--- config.mk ---
export PLATFORM = sky130hd
export DESIGN_NAME = kds_mul
export DESIGN_NICKNAME = d
export VERILOG_FILES = /design/src/rtl/kds_pkg.sv /design/src/rtl/kds_mul.sv
export SDC_FILE = /design/constraint.sdc
export NUM_CORES = 2
export LEC_CHECK = 0
export BUFFER_PORTS_ARGS = -buffer_cell sky130_fd_sc_hd__buf_2
export CAP_MARGIN = 20
export CORE_MARGIN = 1
export CORE_UTILIZATION = 70
export DETAILED_ROUTE_END_ITERATION = 8
export HOLD_SLACK_MARGIN = 0.15
export PLACE_DENSITY = 0.89
export SETUP_SLACK_MARGIN = 0.4
export SLEW_MARGIN = 25
export SYNTH_ARGS = -nofsm -noshare
export SYNTH_HDL_FRONTEND = slang
export SYNTH_SLANG_ARGS = --single-unit
--- constraint.sdc ---
create_clock -name clk -period 19.4 [get_ports clk]
set_clock_uncertainty 0.05 [all_clocks]
set_input_delay 0.97 -clock clk [delete_from_list [all_inputs] [get_ports clk]]
set_output_delay 0.97 -clock clk [all_outputs]
set_load 0.005 [all_outputs]
--- src/rtl/kds_pkg.sv ---
`timescale 1ns / 1ps
// ----------------------------------------------------------------------------
// kds_pkg
// Shared constants, codes, types and the sine polynomial for the oscillator
// network step engine.
// ----------------------------------------------------------------------------
package kds_pkg;

  localparam int MAX_NODES_DEF = 64;
  localparam int SINE_BITS_DEF = 10;

  // input transaction function codes
  localparam logic [1:0] FUNC_WEIGHT = 2'd0;
  localparam logic [1:0] FUNC_NODE   = 2'd1;
  localparam logic [1:0] FUNC_STEP   = 2'd2;
  // spare code, ignored
  localparam logic [1:0] FUNC_NONE   = 2'd3;

  // configuration register indexes
  localparam logic [1:0] CFG_GAIN  = 2'd0;
  localparam logic [1:0] CFG_DT    = 2'd1;
  localparam logic [1:0] CFG_NODES = 2'd2;

  localparam logic [30:0] DT_RESET    = 31'd167772;
  localparam logic [6:0]  NODES_RESET = 7'd64;

  localparam int MUL_W  = 33;
  localparam int PROD_W = 66;
  localparam int DIV_W  = 40;
  localparam int SINE_W = 26;

  // one radian as a fraction of a turn, Q32
  localparam logic signed [MUL_W-1:0] TURN_PER_RAD = 33'sd683565276;

  localparam longint SC1  = 1686629713;
  localparam longint SC3  = 693598668;
  localparam longint SC5  = 85569306;
  localparam longint SC7  = 5026995;
  localparam longint SC9  = 172272;
  localparam longint SC11 = 3864;

  typedef struct packed {
    logic             start;
    logic             neg;
    logic [DIV_W-1:0] mag;
    logic [6:0]       divisor;
  } div_req_t;

  // quarter-wave sine in Q24 for table position r (0 .. quarter)
  function automatic longint sine_quarter(input int r, input int bits);
    longint u;
    longint u2;
    longint p;
    longint s;
    u  = longint'(r) <<< (32 - bits);
    u2 = (u * u) >>> 30;
    p  = -SC11;
    p  = SC9 + ((p * u2) >>> 30);
    p  = -SC7 + ((p * u2) >>> 30);
    p  = SC5 + ((p * u2) >>> 30);
    p  = -SC3 + ((p * u2) >>> 30);
    p  = SC1 + ((p * u2) >>> 30);
    s  = (p * u) >>> 30;
    s  = (s + 32) >>> 6;
    return s;
  endfunction

endpackage

--- src/rtl/kds_mul.sv ---
`timescale 1ns / 1ps
// ----------------------------------------------------------------------------
// kds_mul
// Shared signed multiplier with a registered product.
// ----------------------------------------------------------------------------
module kds_mul (
  input  logic                              clk,
  input  logic signed [kds_pkg::MUL_W-1:0]  a,
  input  logic signed [kds_pkg::MUL_W-1:0]  b,
  output logic signed [kds_pkg::PROD_W-1:0] p
);

  logic signed [kds_pkg::PROD_W-1:0] p_r;

  always_ff @(posedge clk) begin
    p_r <= a * b;
  end

  assign p = p_r;

endmodule

* Yosys cells after proc, flatten, opt, wreduce, memory -nomap -nowiden
Index checks and enable logic that the tools add are counted.
Operators by class: $mul 1
Operators by type and width (number):
- $mul 33x33->66 | 1
Word-level totals: flip-flop bits (word level) 66, output and inout port bits 66, word-level logic and storage cells 2, input port bits 67

* Depth between registers and ports, before layout
depth after elaboration 1, gate-level depth with buffers 27

* Worst setup path after synthesis
Ideal clock, no wire load.
kind input to register, from input port a[32] (netlist name), to register p_r (netlist bit p[62]), stages on the path 23, arrival 8127 ps, path slack 11144 ps, data required time 19271 ps, library setup time 79 ps, path buffers 2, cell sequence clkbuf_1 > nand2_1 > inv_1 > fa_1 > fa_1 > fa_1 > fa_1 > fa_1 > fa_1 > fa_1 > inv_1 > fa_1 > inv_1 > ha_1 > clkbuf_1 > and3_1 > nand3_1 > nand2b_1 > a2111oi_4 > a211oi_4 > a21o_2 > a21o_1 > a211oi_2
On the way: cells in the longest elaborated chain, start to end 1
RTL lines:
- from (decl) | RTL line kds_mul.sv:8 | input logic signed [kds_pkg::MUL_W-1:0] a,
- $mul 33x33->66 | RTL line kds_mul.sv:16 | p_r <= a * b;
- to (signal assigned) | RTL line kds_mul.sv:16
- to (decl) | RTL line kds_mul.sv:13 | logic signed [kds_pkg::PROD_W-1:0] p_r;
Every way passes these cells.

* Worst setup path after layout
from input port b[9] (netlist name), to register p_r (netlist bit p[64])
On the way: cells in the longest elaborated chain, start to end 1
RTL lines:
- from (decl) | RTL line kds_mul.sv:9 | input logic signed [kds_pkg::MUL_W-1:0] b,
- $mul 33x33->66 | RTL line kds_mul.sv:16
Every way passes these cells.

==> metrics.txt <==
outcome finished clean; Synth Area in Compound Gates roughly 4.1%; Port-buffer cells 132; Critical Path AT around 9.5 ns; io pins around 130; worst min path class in -> reg; number of setup buffers added after CTS 0; commonest non-fill, non-tap cells in the layout 1144 x fa_1, 1131 x inv_1, 562 x and2_1, 551 x nand2_1, 217 x ha_1; TNS Setup 0 ns; area occupied by multi-input gates 0.0343 mm²; initial core utilization 70.7%; first-pass GRT wire length 179 mm; Tcrit/Tclk final 47.7%; GRT Util Overall between 30% and 40%; Distinct cells, synth 80; hold buffer count at cts 0; vias in the first global route approximately 34k; post-synthesis mux area share 0%; main combinational cell family by area after synthesis adder cells; Routed wire per std cell 21.7 µm; Reg clk slew, reported paths ~0.07 ns; Final Max Tran Viols 0; proportion of layout cells with a drive suffix above 1 roughly 4.7%; top cells by area, synth fa_1 56%, inv_1 10%, and2_1 8.6%; Post-Syn Area 0.0407 mm²; Yosys warning count 0; Area Growth Syn to Fin 2.97%; Critical Path RT 19.64 ns; Syn Nets between 5k and 6k; total grt overflow 0; die area 0.0592 mm²; # rows 88; RSZ-0062 raised after global routing false; sequential fraction of the synthesis area 3.24%; top-area cell type share of the netlist area between 50% and 60%; ANT nets after route 0; post-cts sizing count 0; commonest non-fill, non-tap cell in the layout fa_1; Final Hold Vio Count 0; Num CTS Buffers 9; asr flop ratio synth 0%; Avg Inst Size Synth between 9 and 10 µm²; final net count approximately 5.7k; Vias/cell 5.94; leading area contributor after synthesis fa_1; DRT Pass-1 Iters 7; Post-Synthesis Cells 4338; Post-Synth Simple-Gate Area approximately 16%; Max clock buf depth 2; DRC violations left 0; crit-path max FO 33; Fillers approximately 3.8k; Synth Area in Adders about 63%; max-cap viol count 0; Final HPWL DP 88.2 mm; Crit Path Class in -> reg; Die Ht around 240 µm; final setup fails 0; xor and xnor area share after synthesis 1.46%; fmax between 0.1 and 0.15 GHz; fin crit period 9.25 ns; GP Congestion roughly 0.97; vias 30.0k; initial DRC count 2564; Post-synth EDFFs 0; die width about 240 µm; Tightest Pin Transition 0.914 ns; Sink Count 66; maximum number of pins on one net before global-route repair 34; Slew headroom 39.1%; max reg flops 66; register area 0.00132 mm²; core area 0.0576 mm²; CTS tree yes; H-tree levels 3; final WL 109 mm; CTS Root Cell clkbuf_16; initial antenna violation count 6; Synth Flop Type dfxtp_1; CP endpoint kind register; Seq cells post-synth 66; crit start category input port
area by class of cell:
type                       instances  area share (%)
sequential                        66            3.15
clock buffer                      10           0.570
inverter                        1131            10.1
timing repair buffer             145            1.81
antenna                            5          0.0298
clock inverter                     6           0.215
multi-input combinational       2920            81.8
tap                              765            2.28
worst paths after layout:
| kind | startpoint | end | depth (start not counted) |
|---|---|---|---|
| hold / removal | b[0] | p[0]$_DFF_P_ | 2 |
| setup / recovery | b[9] | p[64]$_DFF_P_ | 23 |
worst max-delay path: stages:
cell and delay [ns]:
buf_2 0.67, and2_1 0.27, fa_1 0.42, fa_1 0.80, inv_1 0.12, fa_1 0.55, inv_1 0.05, fa_1 0.49
fa_1 0.75, fa_1 0.50, fa_1 0.50, inv_1 0.05, fa_1 0.47, inv_1 0.04, ha_1 0.48, nand3_1 0.29
nor2_1 0.25, nand2_1 0.12, nor3_1 0.70, o311ai_4 0.35, nand3_2 0.24, a211oi_1 0.11, a311oi_1 0.27
kinds of logic (layout without fill, tap and decap cells):
family / Yosys count / count (layout)
AO/OA/AOI/OAI: 219 / 219
XOR/XNOR: 68 / 68
adder cells (fa/ha/maj): 1362 / 1362
buffers and inverters: 1352 / 1292
flip-flops: 66 / 66
other: 0 / 5
AND/OR/NAND/NOR: 1271 / 1271
layer usage:
| layer | part of all wire, % | up-vias | track usage (%) |
|---|---|---|---|
| li1 | - | 12200 | - |
| met5 | 0.0073 | - | 0 |
| met2 | 48 | 2075 | 63.7 |
| met4 | 8.3 | 2 | 27.3 |
| met1 | 33 | 15200 | 47.1 |
| met3 | 11 | 578 | 10.2 |
synthesized netlist by cell type, drive strengths merged (33+ instances only):
cell / instances
inv: 1131
ha: 217
a21oi: 61
dfxtp: 66
a21o: 38
xnor2: 43
nor2: 68
fa: 1145
clkbuf: 208
nand2: 551
and2: 563
o21ai: 33
stage by stage:
step                      utilization [%]  hold slack, ns  instances  worst slack [ns]  cell area, µm²
after floorplan                         -            1.05       4338             11.14           40700
after global placement               72.2            1.30       5027              9.85           41600
after detailed placement             72.2            1.30       5027             10.02           41600
after CTS                            72.8            1.15       5043             10.38           41900
after global routing                 72.8            1.18       5048              9.85           41900
final                                72.8            1.15       5048             10.15           41900
Power is left out: the tool's default activity adds up to more than one toggle a clock period on the data nets, which glitch-free logic cannot reach.
