## config.mk

```make
export PLATFORM = sky130hd
export DESIGN_NAME = kds_div
export DESIGN_NICKNAME = d
export VERILOG_FILES = /design/src/rtl/kds_pkg.sv /design/src/rtl/kds_div.sv
export SDC_FILE = /design/constraint.sdc
export NUM_CORES = 1
export LEC_CHECK = 0
export BUFFER_PORTS_ARGS = -buffer_cell sky130_fd_sc_hd__buf_2
export CAP_MARGIN = 5
export CORE_ASPECT_RATIO = 1.25
export CORE_MARGIN = 2
export CORE_UTILIZATION = 49
export DETAILED_ROUTE_END_ITERATION = 8
export PLACE_DENSITY = 0.77
export SYNTH_ARGS = -nofsm -noshare
export SYNTH_HDL_FRONTEND = slang
export SYNTH_SLANG_ARGS = --single-unit
```

## constraint.sdc

```tcl
create_clock -name clk -period 3.1 [get_ports clk]
set_input_delay 0.93 -clock clk [delete_from_list [all_inputs] [get_ports clk]]
set_output_delay 0.93 -clock clk [all_outputs]
set_load 0.005 [all_outputs]
```

## src/rtl/kds_pkg.sv

```systemverilog
`timescale 1ns / 1ps
// ----------------------------------------------------------------------------
// kds_pkg
// Shared constants, codes, types and the sine polynomial for the oscillator
// network step engine.
// ----------------------------------------------------------------------------
package kds_pkg;

  localparam int MAX_NODES_DEF = 64;
  localparam int SINE_BITS_DEF = 10;

  // input transaction function codes
  localparam logic [1:0] FUNC_WEIGHT = 2'd0;
  localparam logic [1:0] FUNC_NODE   = 2'd1;
  localparam logic [1:0] FUNC_STEP   = 2'd2;
  // spare code, ignored
  localparam logic [1:0] FUNC_NONE   = 2'd3;

  // configuration register indexes
  localparam logic [1:0] CFG_GAIN  = 2'd0;
  localparam logic [1:0] CFG_DT    = 2'd1;
  localparam logic [1:0] CFG_NODES = 2'd2;

  localparam logic [30:0] DT_RESET    = 31'd167772;
  localparam logic [6:0]  NODES_RESET = 7'd64;

  localparam int MUL_W  = 33;
  localparam int PROD_W = 66;
  localparam int DIV_W  = 40;
  localparam int SINE_W = 26;

  // one radian as a fraction of a turn, Q32
  localparam logic signed [MUL_W-1:0] TURN_PER_RAD = 33'sd683565276;

  localparam longint SC1  = 1686629713;
  localparam longint SC3  = 693598668;
  localparam longint SC5  = 85569306;
  localparam longint SC7  = 5026995;
  localparam longint SC9  = 172272;
  localparam longint SC11 = 3864;

  typedef struct packed {
    logic             start;
    logic             neg;
    logic [DIV_W-1:0] mag;
    logic [6:0]       divisor;
  } div_req_t;

  // quarter-wave sine in Q24 for table position r (0 .. quarter)
  function automatic longint sine_quarter(input int r, input int bits);
    longint u;
    longint u2;
    longint p;
    longint s;
    u  = longint'(r) <<< (32 - bits);
    u2 = (u * u) >>> 30;
    p  = -SC11;
    p  = SC9 + ((p * u2) >>> 30);
    p  = -SC7 + ((p * u2) >>> 30);
    p  = SC5 + ((p * u2) >>> 30);
    p  = -SC3 + ((p * u2) >>> 30);
    p  = SC1 + ((p * u2) >>> 30);
    s  = (p * u) >>> 30;
    s  = (s + 32) >>> 6;
    return s;
  endfunction

endpackage

```

## src/rtl/kds_div.sv

```systemverilog
`timescale 1ns / 1ps
// ----------------------------------------------------------------------------
// kds_div
// Restoring divider, one quotient bit a cycle, dividing a signed value by the
// node count with truncation toward zero.
// ----------------------------------------------------------------------------
module kds_div (
  input  logic                             clk,
  input  logic                             rst_n,
  input  kds_pkg::div_req_t                req,
  output logic                             done,
  output logic signed [kds_pkg::DIV_W-1:0] quo
);

  localparam int CW = $clog2(kds_pkg::DIV_W + 1);

  logic                      busy_r;
  logic                      done_r;
  logic [CW-1:0]             cnt_r;
  logic [6:0]                rem_r;
  logic [kds_pkg::DIV_W-1:0] quo_r;
  logic [6:0]                dvs_r;
  logic                      neg_r;
  logic [7:0]                trial;
  logic                      ge;

  always_comb begin
    trial = {rem_r, quo_r[kds_pkg::DIV_W-1]};
    ge    = trial >= {1'b0, dvs_r};
  end

  always_ff @(posedge clk) begin
    if (!rst_n) begin
      busy_r <= 1'b0;
      done_r <= 1'b0;
    end else begin
      done_r <= 1'b0;
      if (req.start) begin
        busy_r <= 1'b1;
        cnt_r  <= CW'(kds_pkg::DIV_W);
        rem_r  <= '0;
        quo_r  <= req.mag;
        dvs_r  <= req.divisor;
        neg_r  <= req.neg;
      end else if (busy_r) begin
        // remainder stays below the divisor, so seven bits hold it
        rem_r <= ge ? 7'(trial - {1'b0, dvs_r}) : trial[6:0];
        quo_r <= {quo_r[kds_pkg::DIV_W-2:0], ge};
        cnt_r <= cnt_r - 1'b1;
        if (cnt_r == CW'(1)) begin
          busy_r <= 1'b0;
          done_r <= 1'b1;
        end
      end
    end
  end

  assign done = done_r;
  assign quo  = neg_r ? -$signed(quo_r) : $signed(quo_r);

endmodule

```

[Word level (Yosys, flattened, before mapping)]
Cells that the tools add are included.
Word-level totals
  output and inout bits: 41
  logic and storage cells: 28
  input port bits: 51
  register bits: 63
Cells by class
  add/subtract/negate cells: 3
  reductions and logical operators: 4
  $lt $le $gt $ge: 1
  equal/unequal tests: 1
  multiplexer cells: 10
  bitwise gates (word level): 2
Operators by type and width (count)
  $mux W40: 3
  $neg A40 Y40: 1
  $mux W7: 2
  $ge A8 B7 Y1: 1
  $sub A7 B7 Y7: 1
  $eq A6 B1 Y1 const B: 1
  $mux W6: 1
  $sub A6 B1 Y6 const B: 1
  $mux W1: 4
  $reduce_and A2 Y1: 2
  $reduce_or A3 Y1: 1
  $not A1 Y1: 2
  $reduce_bool A2 Y1: 1

[Logic depth before layout (Yosys ltp)]
  word-level depth: 4
  depth in mapped cells: 8
  gate-level depth less buffers: 8

[Worst setup path before layout]
No wires, ideal clock.
  path kind: flip-flop to output port
  from: reg quo_r[19] in the netlist's numbering
  to: out quo[39] in the netlist's numbering
  cell stages (with the launch flop): 7
  data required time: 2.170 ns
  slack: -0.002 ns
  path buffers: 1
  arrival: 2.172 ns
  cell sequence: edfxtp_1 > or4_4 > or2_4 > or3b_1 > buf_6 > o41ai_4 > xnor2_1
Between the ends
  word-level cells in the longest chain between the ends: 2
RTL lines
  start: declaration: line kds_div.sv:21  | logic [kds_pkg::DIV_W-1:0] quo_r;
  start signal: assignment: line kds_div.sv:42  | quo_r <= req.mag;
  start signal: assignment: line kds_div.sv:48  | quo_r <= {quo_r[kds_pkg::DIV_W-2:0], ge};
  $neg A40 Y40: line kds_div.sv:59  | assign quo = neg_r ? -$signed(quo_r) : $signed(quo_r);
  $mux W40: line kds_div.sv:59
  end: declaration: line kds_div.sv:12  | output logic signed [kds_pkg::DIV_W-1:0] quo
Every way passes these cells.

[Worst setup path in the final report]
  from: reg quo_r[28] in the netlist's numbering
  to: out quo[33] in the netlist's numbering
Same word-level chain as after synthesis.

==> key figures <==
Place
  • Dpl hpwl: 6890 um
  • Gpl congestion: 0.790
  • Port-buffer cells: 91

Floorplan
  • Ports: 92
  • Die width: 83.4 um
  • Die ar.: 8610 um^2
  • Initial Utilization: 50.1%
  • Die height: 103 um
  • Floorplan row count: 36
  • Area of the core: 7700 um^2

Detailed routing
  • DRC Markers: 0
  • Starting DRT DRC Count: 150
  • Routed vias/inst: 5.78
  • DRT Wirelength: 11600 um
  • Pre-antenna DRT Iters: 4
  • Post-DRT Antenna Nets: 0
  • Vias: 3359
  • Drt wl/cell: 19.9 um

Power
  • Leakage power: 2.27 nW
  • Pwr/cell area: 414 nW/um^2
  • Int Power: 1.67 mW
  • Worst vdd ir: 329 uV
  • Seq pwr share: 45.5%
  • Combinational share of power: 25.6%
  • Clk pwr share: 28.9%
  • Switching share of power: 28.4%
  • Total net switching power: 0.662 mW

Global routing
  • Overall Global Routing Usage: 23.8%
  • Global Route met2 Usage: 43.8%
  • Vias in the first global route: 3282
  • Met3 Use GR: 6.27%
  • First-pass GRT wire length: 15800 um
  • GRT overflow: 0
  • Global routing's busiest layer: met2
  • Pin count of the biggest net entering global routing: 55
  • M1 GR Usage: 26.0%
  • Initial antenna violation count: 1

Clocking
  • H-Tree Depth: 3
  • Clock Pin Slew Worst Setup and Hold Paths: 0.06 ns
  • CTS Root Cell: clkbuf_8
  • CTS tree: done
  • Number of clock sinks: 63
  • TritonCTS buffer count: 9
  • Worst skew pair latency: 0.34 ns
  • CTS Buffer Depth: 2

Final layout
  • N_diodes: 0
  • Nets: 543
  • Post-layout util: 73.1%
  • Layout cells sized above 1: 56.0%
  • Area delta synth->final: 45.9%

Status
  • Outcome: finished with violations
  • Failing checks: negative setup slack

STA
  • Measured slew at the worst slew-check pin: 0.630 ns
  • Setup-failing EPs final: 28
  • Highest clock rate: 0.281 GHz
  • Period utilization: 115%
  • Final Hold Vio Count: 0
  • Clock Skews: 0.0106 ns
  • Setup ws final: -0.458 ns
  • RSZ-0062 raised after global routing: yes
  • Max-slew violation count: 0
  • Period minus WS final: 3.56 ns
  • Setup TNS Final: -7.56 ns
  • Slew headroom: 58.0%

Synthesis
  • Synth Register Bits: 63
  • Cells after Synth: 327
  • Ys async rst share: 0%
  • Synth Net Count: 389
  • Cell variety after synth: 43
  • Synth top area share: 47.5%
  • Leading area contributor after synthesis: edfxtp_1
  • Mapped Area: 3860 um^2
  • Syn_area_per_cell: 11.8 um^2
  • Sequential fraction of the synthesis area: 48.5%
  • Synth top area cells: edfxtp_1 47%, mux2_2 11%, xnor2_1 9.3%
  • Yosys Warn Count: 0
  • Top FF cell, synth: edfxtp_1
  • Top post-synthesis cells by count: 61 x edfxtp_1, 41 x xnor2_1, 39 x mux2_2
  • Number of synthesized flops with an enable pin: 61
  • Most frequent cell after synthesis: edfxtp_1

Worst setup path
  • Required @ worst endpoint: 2.17 ns
  • Crit end category: output pin
  • Crit Path Max Fanout: 6
  • CP Class: reg -> out
  • Critical path launch point type: register
  • Worst EP arrival: 2.63 ns

Hold path
  • HP Class: reg -> reg

Job
  • Max Cap Viol: 0
cells in the final DEF (no fill, tap or decap), types with 4 or more instances in the layout:
master	count
buf_2	91
edfxtp_1	61
buf_4	52
mux2_2	39
xnor2_1	35
nor2_1	14
o21ai_0	13
inv_1	12
nand2_1	11
buf_6	10
o41ai_4	9
o31ai_4	9
ha_1	9
clkbuf_8	9
or3_4	7
nand2_4	7
a21oi_1	7
nand3_1	6
xnor2_2	6
o21a_1	5
or4_4	5
nor3_1	5
o21ai_4	4
repair_timing:
item,CTS,global route
hold buffers,0,0
endpoints found under the setup margin,32,32
buffers inserted,6,12
pin swaps,25,31
resized for setup,63,42
gates cloned,1,0
critical path, stage by stage, from the launching register on:
cell and delay, ns:
edfxtp_1 0.41, or3_1 0.44, nor3_1 0.33, or3b_4 0.52, o41ai_4 0.25, xnor2_1 0.19
buf_2 0.16
metrics by stage:
step	power, mW	instance area, um^2	setup slack (ns)	hold slack (ns)	std cells
global route	2.44	5630	-0.543	0.475	581
finish	2.33	5630	-0.458	0.447	581
detailed placement	1.57	4740	-0.115	0.436	548
global placement	1.56	4740	-0.0938	0.426	548
floorplan	1.36	3860	0.0182	0.415	327
CTS	2.28	5300	-0.385	0.450	571
worst paths after layout:
| path | from | endpoint | slack [ns] | depth (start not counted) |
|---|---|---|---|---|
| worst max-delay path | quo_r[28] | quo[33] | -0.46 | 6 |
| worst min-delay path | busy_r | done | 0.45 | 2 |
| worst max register to register | quo_r[39] | rem_r[1] | 0.73 | 8 |
| worst min register to register | busy_r | done | 0.45 | 2 |
routing by layer:
metal  up-vias  wire (um)
li1       1546          -
met1      1650       4190
met2       133       6330
met3        28        711
met4         2        339
met5         -         13
registers in the layout, indices dropped and copies added (netlist names):
register,count
quo_r,40
dvs_r,7
rem_r,7
cnt_r,6
busy_r,1
done,1
neg_r,1
power groups by stage:
stage                     Clock [mW]  Combinational, mW  Sequential (mW)
after floorplan                    0              0.293             1.07
after global placement             0              0.491             1.07
after detailed placement           0              0.506             1.07
after CTS                      0.683              0.546             1.05
after global routing           0.729              0.643             1.07
final                          0.674              0.596             1.06
cell type report:
type,instances,area [um^2]
Inverter,14,52.6
Tap cell,95,119
Fill cell,471,2070
Multi-Input combinational cell,239,2430
Clock inverter,6,51.3
Clock buffer,10,128
Sequential cell,63,1870
Timing Repair Buffer,154,978
cells by family (layout without fill, tap and decap cells):
group | count (synthesis) | in the layout | synth area share, %
and+or+nand+nor | 84 | 85 | 12.1
muxes | 39 | 39 | 11.4
adders and majority gates | 11 | 11 | 3.76
xor gates and xnor gates | 43 | 43 | 9.76
DFF | 63 | 63 | 48.5
AOI/OAI and AO/OA | 61 | 61 | 11.6
buffers and inverters | 26 | 184 | 2.82
(Power assumes the default switching activity.)
